File: src/hdl/spd_pkg.sv
`timescale 1ns / 1ps
// ----------------------------------------------------------------------------
// spd_pkg
// Shared types and constants of the segment point discretizer.
// ----------------------------------------------------------------------------
package spd_pkg;

	localparam int MAX_POINTS_DEF = 64;
	localparam int COORD_W        = 32;
	localparam int MAG_W          = COORD_W + 1;
	localparam int AXES           = 3;
	localparam int SQ_PRODUCTS    = 9;
	localparam int SQRT_STEPS     = 33;
	localparam int DIV_STEPS      = 35;
	localparam int BDIV_STEPS     = MAG_W;
	localparam logic [31:0] STEP_RESET = 32'd65536;

	typedef enum logic [2:0] {
		F_IDLE,
		F_SQ,
		F_SQRT,
		F_PREP,
		F_DIV,
		F_CLAMP,
		F_PUSH
	} front_state_t;

	typedef enum logic [1:0] {
		B_IDLE,
		B_DIV,
		B_EMIT
	} back_state_t;

	// one classified segment travelling from front to back
	typedef struct packed {
		logic [AXES-1:0][COORD_W-1:0] s;
		logic [AXES-1:0][MAG_W-1:0]   m;
		logic [AXES-1:0]              neg;
		logic                         clamped;
	} seg_t;

endpackage

File: src/hdl/spd_fifo.sv
`timescale 1ns / 1ps
// ----------------------------------------------------------------------------
// spd_fifo
// Two-entry queue between the front and the back part.
// ----------------------------------------------------------------------------
module spd_fifo import spd_pkg::*; #(
	parameter int WIDTH = 8
) (
	input  logic             clk,
	input  logic             arst_n,
	input  logic             push,
	input  logic [WIDTH-1:0] push_data,
	output logic             full,
	input  logic             pop,
	output logic [WIDTH-1:0] pop_data,
	output logic             not_empty
);

	logic [1:0][WIDTH-1:0] mem_q;
	logic                  wr_q;
	logic                  rd_q;
	logic [1:0]            cnt_q;
	logic                  do_push;
	logic                  do_pop;

	assign full      = (cnt_q == 2'd2);
	assign not_empty = (cnt_q != 2'd0);
	assign do_push   = push && !full;
	assign do_pop    = pop && not_empty;
	assign pop_data  = mem_q[rd_q];

	always_ff @(posedge clk) begin
		if (do_push) begin
			mem_q[wr_q] <= push_data;
		end
	end

	always_ff @(posedge clk or negedge arst_n) begin
		if (!arst_n) begin
			wr_q  <= 1'b0;
			rd_q  <= 1'b0;
			cnt_q <= 2'd0;
		end else begin
			if (do_push) begin
				wr_q <= !wr_q;
			end
			if (do_pop) begin
				rd_q <= !rd_q;
			end
			if (do_push && !do_pop) begin
				cnt_q <= cnt_q + 2'd1;
			end else if (do_pop && !do_push) begin
				cnt_q <= cnt_q - 2'd1;
			end
		end
	end

endmodule

File: src/hdl/spd_front.sv
`timescale 1ns / 1ps
// ----------------------------------------------------------------------------
// spd_front
// Accepts a segment, works out its length and the number of points.
// ----------------------------------------------------------------------------
module spd_front import spd_pkg::*; #(
	parameter int MAX_POINTS = MAX_POINTS_DEF,
	localparam int NW = $clog2(MAX_POINTS)
) (
	input  logic               clk,
	input  logic               arst_n,
	input  logic               seg_valid,
	output logic               seg_stall,
	input  logic signed [31:0] start_x,
	input  logic signed [31:0] start_y,
	input  logic signed [31:0] start_z,
	input  logic signed [31:0] stop_x,
	input  logic signed [31:0] stop_y,
	input  logic signed [31:0] stop_z,
	input  logic [31:0]        step_len,
	output logic               push,
	input  logic               push_full,
	output seg_t               push_seg,
	output logic [NW-1:0]      push_n
);

	front_state_t state_q, state_d;

	logic [AXES-1:0][COORD_W-1:0] s_q;
	logic [AXES-1:0][MAG_W-1:0]   m_q;
	logic [AXES-1:0]              neg_q;
	logic                         clamped_q;
	logic [NW-1:0]                count_q;

	logic [1:0]  axis_q;
	logic [1:0]  part_q;
	logic [1:0]  ptag_q;
	logic [33:0] prod_q;
	logic [65:0] sum_q;
	logic [32:0] root_q;
	logic [33:0] rem_q;
	logic [34:0] dvd_q;
	logic [32:0] dvs_q;
	logic [34:0] quo_q;
	logic [32:0] drem_q;
	logic [5:0]  cnt_q;

	logic                         accept;
	logic [AXES-1:0][COORD_W-1:0] in_start;
	logic [AXES-1:0][COORD_W-1:0] in_stop;
	logic [AXES-1:0][MAG_W-1:0]   in_mag;
	logic [AXES-1:0]              in_neg;
	logic [16:0]                  mul_a;
	logic [16:0]                  mul_b;
	logic [65:0]                  prod_sh;
	logic [35:0]                  rem_w;
	logic [35:0]                  trial;
	logic [33:0]                  drem_w;
	logic                         sq_last;

	assign accept = seg_valid && !seg_stall;
	assign in_start = {start_z, start_y, start_x};
	assign in_stop  = {stop_z, stop_y, stop_x};

	always_comb begin
		logic [MAG_W-1:0] d;
		for (int k = 0; k < AXES; k++) begin
			d = {in_stop[k][COORD_W-1], in_stop[k]} - {in_start[k][COORD_W-1], in_start[k]};
			in_neg[k] = d[MAG_W-1];
			in_mag[k] = d[MAG_W-1] ? (~d + 1'b1) : d;
		end
	end

	// square of each magnitude from three 17 x 17 partial products
	always_comb begin
		unique case (part_q)
			2'd0: begin
				mul_a = {1'b0, m_q[axis_q][15:0]};
				mul_b = {1'b0, m_q[axis_q][15:0]};
			end
			2'd1: begin
				mul_a = m_q[axis_q][32:16];
				mul_b = {1'b0, m_q[axis_q][15:0]};
			end
			default: begin
				mul_a = m_q[axis_q][32:16];
				mul_b = m_q[axis_q][32:16];
			end
		endcase
	end

	always_comb begin
		unique case (ptag_q)
			2'd0:    prod_sh = {32'd0, prod_q};
			2'd1:    prod_sh = {15'd0, prod_q, 17'd0};
			default: prod_sh = {prod_q, 32'd0};
		endcase
	end

	assign sq_last = (cnt_q == 6'(SQ_PRODUCTS));
	assign rem_w   = {rem_q, sum_q[65:64]};
	assign trial   = {1'b0, root_q, 2'b01};
	assign drem_w  = {drem_q, dvd_q[34]};

	always_comb begin
		state_d = state_q;
		unique case (state_q)
			F_IDLE:  if (seg_valid) state_d = F_SQ;
			F_SQ:    if (sq_last) state_d = F_SQRT;
			F_SQRT:  if (cnt_q == 6'(SQRT_STEPS - 1)) state_d = F_PREP;
			F_PREP: begin
				if ((root_q > {1'b0, step_len}) && (step_len != 32'd0)) begin
					state_d = F_DIV;
				end else begin
					state_d = F_PUSH;
				end
			end
			F_DIV:   if (cnt_q == 6'(DIV_STEPS - 1)) state_d = F_CLAMP;
			F_CLAMP: state_d = F_PUSH;
			F_PUSH:  if (!push_full) state_d = F_IDLE;
			default: state_d = F_IDLE;
		endcase
	end

	always_comb begin
		seg_stall = (state_q != F_IDLE);
		push      = (state_q == F_PUSH);
	end

	assign push_seg = '{s: s_q, m: m_q, neg: neg_q, clamped: clamped_q};
	assign push_n   = count_q + 1'b1;

	always_ff @(posedge clk or negedge arst_n) begin
		if (!arst_n) begin
			state_q <= F_IDLE;
		end else begin
			state_q <= state_d;
		end
	end

	always_ff @(posedge clk) begin
		unique case (state_q)
			F_IDLE: begin
				if (accept) begin
					s_q    <= in_start;
					m_q    <= in_mag;
					neg_q  <= in_neg;
					axis_q <= 2'd0;
					part_q <= 2'd0;
					cnt_q  <= 6'd0;
					sum_q  <= '0;
				end
			end
			F_SQ: begin
				if (!sq_last) begin
					prod_q <= mul_a * mul_b;
					ptag_q <= part_q;
					if (part_q == 2'd2) begin
						part_q <= 2'd0;
						axis_q <= axis_q + 2'd1;
					end else begin
						part_q <= part_q + 2'd1;
					end
				end
				if (cnt_q != 6'd0) begin
					sum_q <= sum_q + prod_sh;
				end
				if (sq_last) begin
					cnt_q  <= 6'd0;
					root_q <= '0;
					rem_q  <= '0;
				end else begin
					cnt_q <= cnt_q + 6'd1;
				end
			end
			F_SQRT: begin
				// one result bit per step, two radicand bits in
				if (rem_w >= trial) begin
					rem_q  <= 34'(rem_w - trial);
					root_q <= {root_q[31:0], 1'b1};
				end else begin
					rem_q  <= rem_w[33:0];
					root_q <= {root_q[31:0], 1'b0};
				end
				sum_q <= {sum_q[63:0], 2'b00};
				cnt_q <= cnt_q + 6'd1;
			end
			F_PREP: begin
				clamped_q <= 1'b0;
				count_q   <= '0;
				if (root_q > {1'b0, step_len}) begin
					if (step_len == 32'd0) begin
						clamped_q <= 1'b1;
						count_q   <= NW'(MAX_POINTS - 2);
					end
				end
				dvd_q  <= {1'b0, root_q, 1'b0} + {3'd0, step_len};
				dvs_q  <= {step_len, 1'b0};
				drem_q <= '0;
				quo_q  <= '0;
				cnt_q  <= 6'd0;
			end
			F_DIV: begin
				if (drem_w >= {1'b0, dvs_q}) begin
					drem_q <= 33'(drem_w - {1'b0, dvs_q});
					quo_q  <= {quo_q[33:0], 1'b1};
				end else begin
					drem_q <= drem_w[32:0];
					quo_q  <= {quo_q[33:0], 1'b0};
				end
				dvd_q <= {dvd_q[33:0], 1'b0};
				cnt_q <= cnt_q + 6'd1;
			end
			F_CLAMP: begin
				if (quo_q > 35'(MAX_POINTS - 2)) begin
					clamped_q <= 1'b1;
					count_q   <= NW'(MAX_POINTS - 2);
				end else begin
					count_q <= quo_q[NW-1:0];
				end
			end
			default: begin
			end
		endcase
	end

endmodule

File: src/hdl/spd_back.sv
`timescale 1ns / 1ps
// ----------------------------------------------------------------------------
// spd_back
// Takes a classified segment and steps out its evenly spaced points.
// ----------------------------------------------------------------------------
module spd_back import spd_pkg::*; #(
	parameter int MAX_POINTS = MAX_POINTS_DEF,
	localparam int NW = $clog2(MAX_POINTS)
) (
	input  logic               clk,
	input  logic               arst_n,
	input  logic               pop_valid,
	input  seg_t               pop_seg,
	input  logic [NW-1:0]      pop_n,
	output logic               pop,
	output logic               pt_valid,
	input  logic               pt_stall,
	output logic signed [31:0] point_x,
	output logic signed [31:0] point_y,
	output logic signed [31:0] point_z,
	output logic               last_point,
	output logic               count_clamped
);

	back_state_t state_q, state_d;

	logic [AXES-1:0][COORD_W-1:0] s_q;
	logic [AXES-1:0][MAG_W-1:0]   m_q;
	logic [AXES-1:0]              neg_q;
	logic                         clamped_q;
	logic [NW-1:0]                n_q;
	logic [AXES-1:0][MAG_W-1:0]   a_q;
	logic [AXES-1:0][NW-1:0]      dr_q;
	logic [AXES-1:0][MAG_W-1:0]   q_q;
	logic [AXES-1:0][NW:0]        r_q;
	logic [NW-1:0]                i_q;
	logic [5:0]                   cnt_q;

	logic                         ovalid_q;
	logic [AXES-1:0][COORD_W-1:0] pt_q;
	logic                         last_q;
	logic                         clamp_out_q;

	logic                         slot_free;
	logic                         emit;
	logic                         is_last;
	logic [AXES-1:0][NW:0]        dw;
	logic [AXES-1:0]              dge;
	logic [AXES-1:0][COORD_W-1:0] pt_d;
	logic [AXES-1:0][NW+1:0]      rs;
	logic [AXES-1:0]              rge;
	logic [NW+1:0]                n2;

	assign slot_free = !ovalid_q || !pt_stall;
	assign is_last   = (i_q == n_q);
	assign n2        = {1'b0, n_q, 1'b0};

	always_comb begin
		for (int k = 0; k < AXES; k++) begin
			dw[k]  = {dr_q[k], m_q[k][MAG_W-1]};
			dge[k] = dw[k] >= {1'b0, n_q};
			// offset of this point, applied with the sign of the difference
			pt_d[k] = neg_q[k] ? (s_q[k] - q_q[k][COORD_W-1:0])
			                   : (s_q[k] + q_q[k][COORD_W-1:0]);
			rs[k]  = {1'b0, r_q[k]} + {1'b0, dr_q[k], 1'b0};
			rge[k] = rs[k] >= n2;
		end
	end

	always_comb begin
		state_d = state_q;
		unique case (state_q)
			B_IDLE: if (pop_valid) state_d = B_DIV;
			B_DIV:  if (cnt_q == 6'(BDIV_STEPS - 1)) state_d = B_EMIT;
			B_EMIT: if (slot_free && is_last) state_d = B_IDLE;
			default: state_d = B_IDLE;
		endcase
	end

	always_comb begin
		pop  = (state_q == B_IDLE) && pop_valid;
		emit = (state_q == B_EMIT) && slot_free;
	end

	always_ff @(posedge clk or negedge arst_n) begin
		if (!arst_n) begin
			state_q  <= B_IDLE;
			ovalid_q <= 1'b0;
		end else begin
			state_q <= state_d;
			if (slot_free) begin
				ovalid_q <= emit;
			end
		end
	end

	always_ff @(posedge clk) begin
		if (emit) begin
			pt_q        <= pt_d;
			last_q      <= is_last;
			clamp_out_q <= clamped_q;
		end
		unique case (state_q)
			B_IDLE: begin
				if (pop_valid) begin
					s_q       <= pop_seg.s;
					m_q       <= pop_seg.m;
					neg_q     <= pop_seg.neg;
					clamped_q <= pop_seg.clamped;
					n_q       <= pop_n;
					dr_q      <= '0;
					a_q       <= '0;
					cnt_q     <= 6'd0;
				end
			end
			B_DIV: begin
				// magnitude over point spacing count, one quotient bit per lane
				for (int k = 0; k < AXES; k++) begin
					if (dge[k]) begin
						dr_q[k] <= NW'(dw[k] - {1'b0, n_q});
					end else begin
						dr_q[k] <= dw[k][NW-1:0];
					end
					a_q[k] <= {a_q[k][MAG_W-2:0], dge[k]};
					m_q[k] <= {m_q[k][MAG_W-2:0], 1'b0};
				end
				cnt_q <= cnt_q + 6'd1;
				if (cnt_q == 6'(BDIV_STEPS - 1)) begin
					for (int k = 0; k < AXES; k++) begin
						q_q[k] <= '0;
						r_q[k] <= {1'b0, n_q};
					end
					i_q <= '0;
				end
			end
			B_EMIT: begin
				if (emit) begin
					for (int k = 0; k < AXES; k++) begin
						if (rge[k]) begin
							r_q[k] <= (NW+1)'(rs[k] - n2);
							q_q[k] <= q_q[k] + a_q[k] + 1'b1;
						end else begin
							r_q[k] <= rs[k][NW:0];
							q_q[k] <= q_q[k] + a_q[k];
						end
					end
					i_q <= i_q + 1'b1;
				end
			end
			default: begin
			end
		endcase
	end

	assign pt_valid      = ovalid_q;
	assign point_x       = pt_q[0];
	assign point_y       = pt_q[1];
	assign point_z       = pt_q[2];
	assign last_point    = last_q;
	assign count_clamped = clamp_out_q;

	a_index_in_range: assert property (@(posedge clk) disable iff (!arst_n)
		(state_q == B_EMIT) |-> (i_q <= n_q))
		else $error("point index beyond segment end");

	a_pop_only_idle: assert property (@(posedge clk) disable iff (!arst_n)
		pop |=> (state_q == B_DIV))
		else $error("segment taken without starting division");

	a_residue_bound: assert property (@(posedge clk) disable iff (!arst_n)
		(state_q == B_EMIT) |-> ({1'b0, r_q[0]} < n2))
		else $error("rounding residue out of range");

	a_last_leaves: assert property (@(posedge clk) disable iff (!arst_n)
		(emit && is_last) |=> (state_q == B_IDLE) && pt_valid && last_point)
		else $error("last point not closing the segment");

endmodule

File: src/hdl/segment_point_discretizer.sv
`timescale 1ns / 1ps
// ----------------------------------------------------------------------------
// segment_point_discretizer
// Splits a 3D segment into evenly spaced Q16.16 points, start and stop
// included.
// ----------------------------------------------------------------------------
//  channel   direction  handshake            payload
//  segment   in         seg_valid/seg_stall  start_x..z, stop_x..z
//  point     out        pt_valid/pt_stall    point_x..z, last_point, count_clamped
//  config    in         cfg_valid/cfg_ready  step_length
//
//  front: per segment 9 partial squares, a 33-step square root and a 35-step
//  division, the division skipped when it is not needed; the item then waits in
//  a two-entry queue.
//  back: a per-axis division, then one point a cycle while the output is not
//  stalled.
//  the front is taken up by the next segment while the back emits.
//  arst_n clears all control; step_length returns to 1.0.
//  a stalled point holds in the output register while the back waits.
// ----------------------------------------------------------------------------
module segment_point_discretizer import spd_pkg::*; #(
	parameter int MAX_POINTS = MAX_POINTS_DEF
) (
	input  logic               clk,
	input  logic               arst_n,
	input  logic               seg_valid,
	output logic               seg_stall,
	input  logic signed [31:0] start_x,
	input  logic signed [31:0] start_y,
	input  logic signed [31:0] start_z,
	input  logic signed [31:0] stop_x,
	input  logic signed [31:0] stop_y,
	input  logic signed [31:0] stop_z,
	output logic               pt_valid,
	input  logic               pt_stall,
	output logic signed [31:0] point_x,
	output logic signed [31:0] point_y,
	output logic signed [31:0] point_z,
	output logic               last_point,
	output logic               count_clamped,
	input  logic               cfg_valid,
	output logic               cfg_ready,
	input  logic [31:0]        step_length
);

	localparam int NW = $clog2(MAX_POINTS);

	logic [31:0]   step_q;
	logic          push;
	logic          full;
	seg_t          push_seg;
	logic [NW-1:0] push_n;
	logic          pop;
	logic          not_empty;
	seg_t          pop_seg;
	logic [NW-1:0] pop_n;

	assign cfg_ready = 1'b1;

	always_ff @(posedge clk or negedge arst_n) begin
		if (!arst_n) begin
			step_q <= STEP_RESET;
		end else if (cfg_valid && cfg_ready) begin
			step_q <= step_length;
		end
	end

	spd_front #(.MAX_POINTS(MAX_POINTS)) u_front (
		.clk       (clk),
		.arst_n    (arst_n),
		.seg_valid (seg_valid),
		.seg_stall (seg_stall),
		.start_x   (start_x),
		.start_y   (start_y),
		.start_z   (start_z),
		.stop_x    (stop_x),
		.stop_y    (stop_y),
		.stop_z    (stop_z),
		.step_len  (step_q),
		.push      (push),
		.push_full (full),
		.push_seg  (push_seg),
		.push_n    (push_n)
	);

	spd_fifo #(.WIDTH($bits(seg_t) + NW)) u_fifo (
		.clk       (clk),
		.arst_n    (arst_n),
		.push      (push),
		.push_data ({push_seg, push_n}),
		.full      (full),
		.pop       (pop),
		.pop_data  ({pop_seg, pop_n}),
		.not_empty (not_empty)
	);

	spd_back #(.MAX_POINTS(MAX_POINTS)) u_back (
		.clk           (clk),
		.arst_n        (arst_n),
		.pop_valid     (not_empty),
		.pop_seg       (pop_seg),
		.pop_n         (pop_n),
		.pop           (pop),
		.pt_valid      (pt_valid),
		.pt_stall      (pt_stall),
		.point_x       (point_x),
		.point_y       (point_y),
		.point_z       (point_z),
		.last_point    (last_point),
		.count_clamped (count_clamped)
	);

endmodule
File: config.mk
export PLATFORM = sky130hd
export DESIGN_NAME = segment_point_discretizer
export DESIGN_NICKNAME = d
export VERILOG_FILES = /design/src/hdl/spd_pkg.sv /design/src/hdl/spd_fifo.sv /design/src/hdl/spd_front.sv /design/src/hdl/spd_back.sv /design/src/hdl/segment_point_discretizer.sv
export SDC_FILE = /design/constraint.sdc
export NUM_CORES = 2
export LEC_CHECK = 0
export ABC_AREA = 1
export BUFFER_PORTS_ARGS = -buffer_cell sky130_fd_sc_hd__clkbuf_2
export CORE_ASPECT_RATIO = 0.8
export CORE_MARGIN = 8
export CORE_UTILIZATION = 45
export DETAILED_ROUTE_END_ITERATION = 12
export GPL_TIMING_DRIVEN = 0
export PLACE_DENSITY = 0.68
export SETUP_SLACK_MARGIN = 0.5
export SYNTH_ARGS = -nofsm -noshare
export SYNTH_HDL_FRONTEND = slang
export SYNTH_SLANG_ARGS = --single-unit
File: constraint.sdc
create_clock -name clk -period 13.93 [get_ports clk]
set_input_delay 2.786 -clock clk [delete_from_list [all_inputs] [get_ports clk]]
set_output_delay 2.786 -clock clk [all_outputs]
set_load 0.01 [all_outputs]
==> key figures <==
Run status
  • Run status: complete, no violations

Setup path
  • Crit path DAT: 9.59 ns
  • CP bufs+invs: 6
  • CP Data Required Time: 14.45 ns
  • Reg-to-reg critical path endpoint: u_front.prod_q[26]$_DFFE_PP_
  • Reg2reg setup slack: 4.86 ns
  • Crit path cell chain: inv_1, ha_1, clkbuf_1, clkbuf_1, nor2_1, a21oi_1, clkinv_1, nor2_1, fa_1, fa_1, fa_1, fa_1, fa_1, inv_1, fa_1, inv_1, ha_1, a21oi_1, o21a_1, a21boi_0, o21bai_1, a21oi_1, xnor2_1
  • Critical Path End Type: register
  • Worst path slowest cell: a21oi_1
  • Most numerous cell on the critical path: fa_1
  • Slowest stage delay, CP: 0.84 ns
  • Startpoint of the worst-slack reg-to-reg timing path: u_front.part_q[0]$_SDFFCE_PP0P_
  • WS Path Type: register to register
  • Critical Path Start Type: register
  • Delay-heaviest family, CP: adder cells
  • CP Max Fanout: 10
  • Worst r2r path cells: 23

STA
  • Slew headroom: 5.26%
  • Worst slew pin tran: 1.42 ns
  • Hold WS: 0.408 ns
  • Clock period minus worst slack: 9.07 ns
  • RSZ-0062 raised after global routing: no
  • Fin crit share: 65.1%
  • Clock Skew: 0.0814 ns
  • Max-slew violations: 0
  • Final Hold Vio Count: 0
  • F_max: 110 MHz
  • # setup viols final: 0

Worst hold path
  • Worst hold path type: register to register
  • Hold Path Cell Cnt: 0
  • Hold Startpoint: u_front.push_seg[181]$_DFFE_PP_
  • Worst hold endpoint: u_fifo.mem_q[392]$_DFFE_PP_

Layout
  • Area overhead of the layout relative to synthesis: 11.5%
  • Most common cell after layout, fill and taps aside: nand2_1
  • Layout cell share with drive strength beyond 1: 6.68%
  • Most frequent cells in the layout: 3544 x nand2_1, 2083 x inv_1, 1473 x edfxtp_1
  • Nets: 14700

Die
  • Core area: 235000 um^2
  • Die ar.: 252000 um^2
  • Die width: 559 um
  • Initial Util: 45.3%
  • # rows: 159
  • IO Pins: 330
  • Die Y-Extent: 450 um

Global route
  • First-pass GRT wire length: 488 mm
  • GR Util All Layers: 24.5%
  • Antenna violations before repair: 17
  • Grt total ovfl: 0
  • Vias in the first global route: 82500
  • Largest net degree at the start of global routing: 54

Placed design
  • GP Congestion: 0.976
  • DP HPWL: 257 mm
  • I/O Buffers: 327

Synthesis
  • Flops & latches, synth: 1515
  • Main synth FF type: edfxtp_1
  • Synth Cell Area: 106000 um^2
  • Largest area contributor in the netlist: edfxtp_1
  • Main area contributors after synthesis: edfxtp_1 42%, nand2_1 13%, ha_1 7.8%, inv_1 7.4%, nor2_1 4.8%
  • Sequential area share after synthesis: 42.7%
  • Syn Area/Cell: 8.13 um^2
  • Cell variety after synth: 64
  • EDFF count, synth: 1473
  • Syn Nets: 14200
  • Asr flop ratio synth: 2.77%
  • Synthesized instance count: 13100
  • Yosys warns: 0
  • Synth top area share: 41.7%

Route
  • DR pass1 iterations: 6
  • ANT nets after route: 0
  • DRC: 0
  • DRT Wirelength: 321 mm
  • Routed wire per std cell: 19.0 um
  • Routed via count: 89700
  • Initial drt markers: 9822
  • Via density per instance: 5.31

Clocking
  • Setup Fix Bufs, Post-CTS: 0
  • TritonCTS Buffers: 168
  • Hold_buf cts: 0
  • Clk_lat worst skew: 0.85 ns
  • CTS resizes: 0
  • CTS tree: built
  • H-tree levels: 4
  • CTS sink cnt: 1515
  • Longest Clk Path Bufs: 4
  • Worst-path clk slew: 0.06 ns
  • Clk root buf: clkbuf_16

Flow run
  • Max Cap Viol: 0
-- registers in the layout, summed over array words and instances, names as in the netlist, 34 cells and up --
name	count
u_back.a_q	96
u_back.m_q	96
u_back.q_q	96
u_back.s_q	96
u_fifo.mem_q	410
u_front.dvd_q	35
u_front.prod_q	34
u_front.push_seg	195
u_front.quo_q	35
u_front.rem_q	34
u_front.sum_q	66
-- synth_stat cells (41+ instances only) --
master and instances:
a21o_1 42, a21oi_1 901, a31oi_1 66, clkbuf_1 180, dfrtp_1 41, edfxtp_1 1473
fa_1 245, ha_1 664, inv_1 2083, nand2_1 3545, nand2_2 78, nand3_1 555
nand3b_1 54, nand4_1 102, nor2_1 1358, nor3_1 131, nor4_1 48, o21ai_0 537
o21bai_1 59, xnor2_1 171, xor2_1 251
-- stage by stage --
step                cell area, um^2  worst slack (ns)  utilization, %  setup TNS, ns  instances
floorplan                    106000              1.25               -              0      13100
global placement             112000             -5.64            47.6       -3102.12      16500
detailed placement           113000              5.05            48.1              0      16600
CTS                          118000              5.00            50.5              0      16900
global route                 118000              4.39            50.5              0      16900
finish                       118000              4.86            50.5              0      16900
-- layout make-up --
type                            instances  area [um^2]
Multi-Input combinational cell       9200        52100
Clock inverter                         96         1120
Antenna cell                            4         10.0
Buffer                                234          995
Sequential cell                      1515        45300
Clock buffer                          202         4350
Timing Repair Buffer                  378         2710
Inverter                             2114         7940
Tap cell                             3139         3930
Fill cell                           22200       116000
-- routing by layer --
| layer | part of all wire [%] | up-vias | track usage [%] |
|---|---|---|---|
| li1 | - | 43700 | - |
| met1 | 46 | 41800 | 36.5 |
| met2 | 43 | 3682 | 37.4 |
| met3 | 8.6 | 486 | 3.57 |
| met4 | 2.9 | 2 | 6.28 |
| met5 | 0.0044 | - | 0 |
-- logic make-up after synthesis --
logic type                 after synthesis  synth area share (%)
AOI/OAI and AO/OA                     1839                  9.51
and+or+nand+nor                       6024                  23.4
DFF                                   1515                  42.7
other                                    1               0.00353
adders and majority gates              909                  12.4
buffers and inverters                 2348                  8.41
xor gates and xnor gates               427                  3.57
-- worst max path at each step --
stage	cells past startpoint	endpoint	startpoint
final	23	u_front.prod_q[26]$_DFFE_PP_	u_front.part_q[0]$_SDFFCE_PP0P_
after global routing	23	u_front.prod_q[26]$_DFFE_PP_	u_front.part_q[0]$_SDFFCE_PP0P_
after CTS	23	u_front.prod_q[26]$_DFFE_PP_	u_front.part_q[0]$_SDFFCE_PP0P_
after detailed placement	23	u_front.prod_q[26]$_DFFE_PP_	u_front.part_q[0]$_SDFFCE_PP0P_
after global placement	7	u_back.a_q[78]$_SDFFCE_PN0P_	u_back.state_q[1]$_DFFE_PN0P_
after floorplan	7	u_back.a_q[0]$_SDFFCE_PN0P_	u_back.state_q[1]$_DFFE_PN0P_
Power is left out: the tool's default activity adds up to more than one toggle a clock period on the data nets, which glitch-free logic cannot reach.
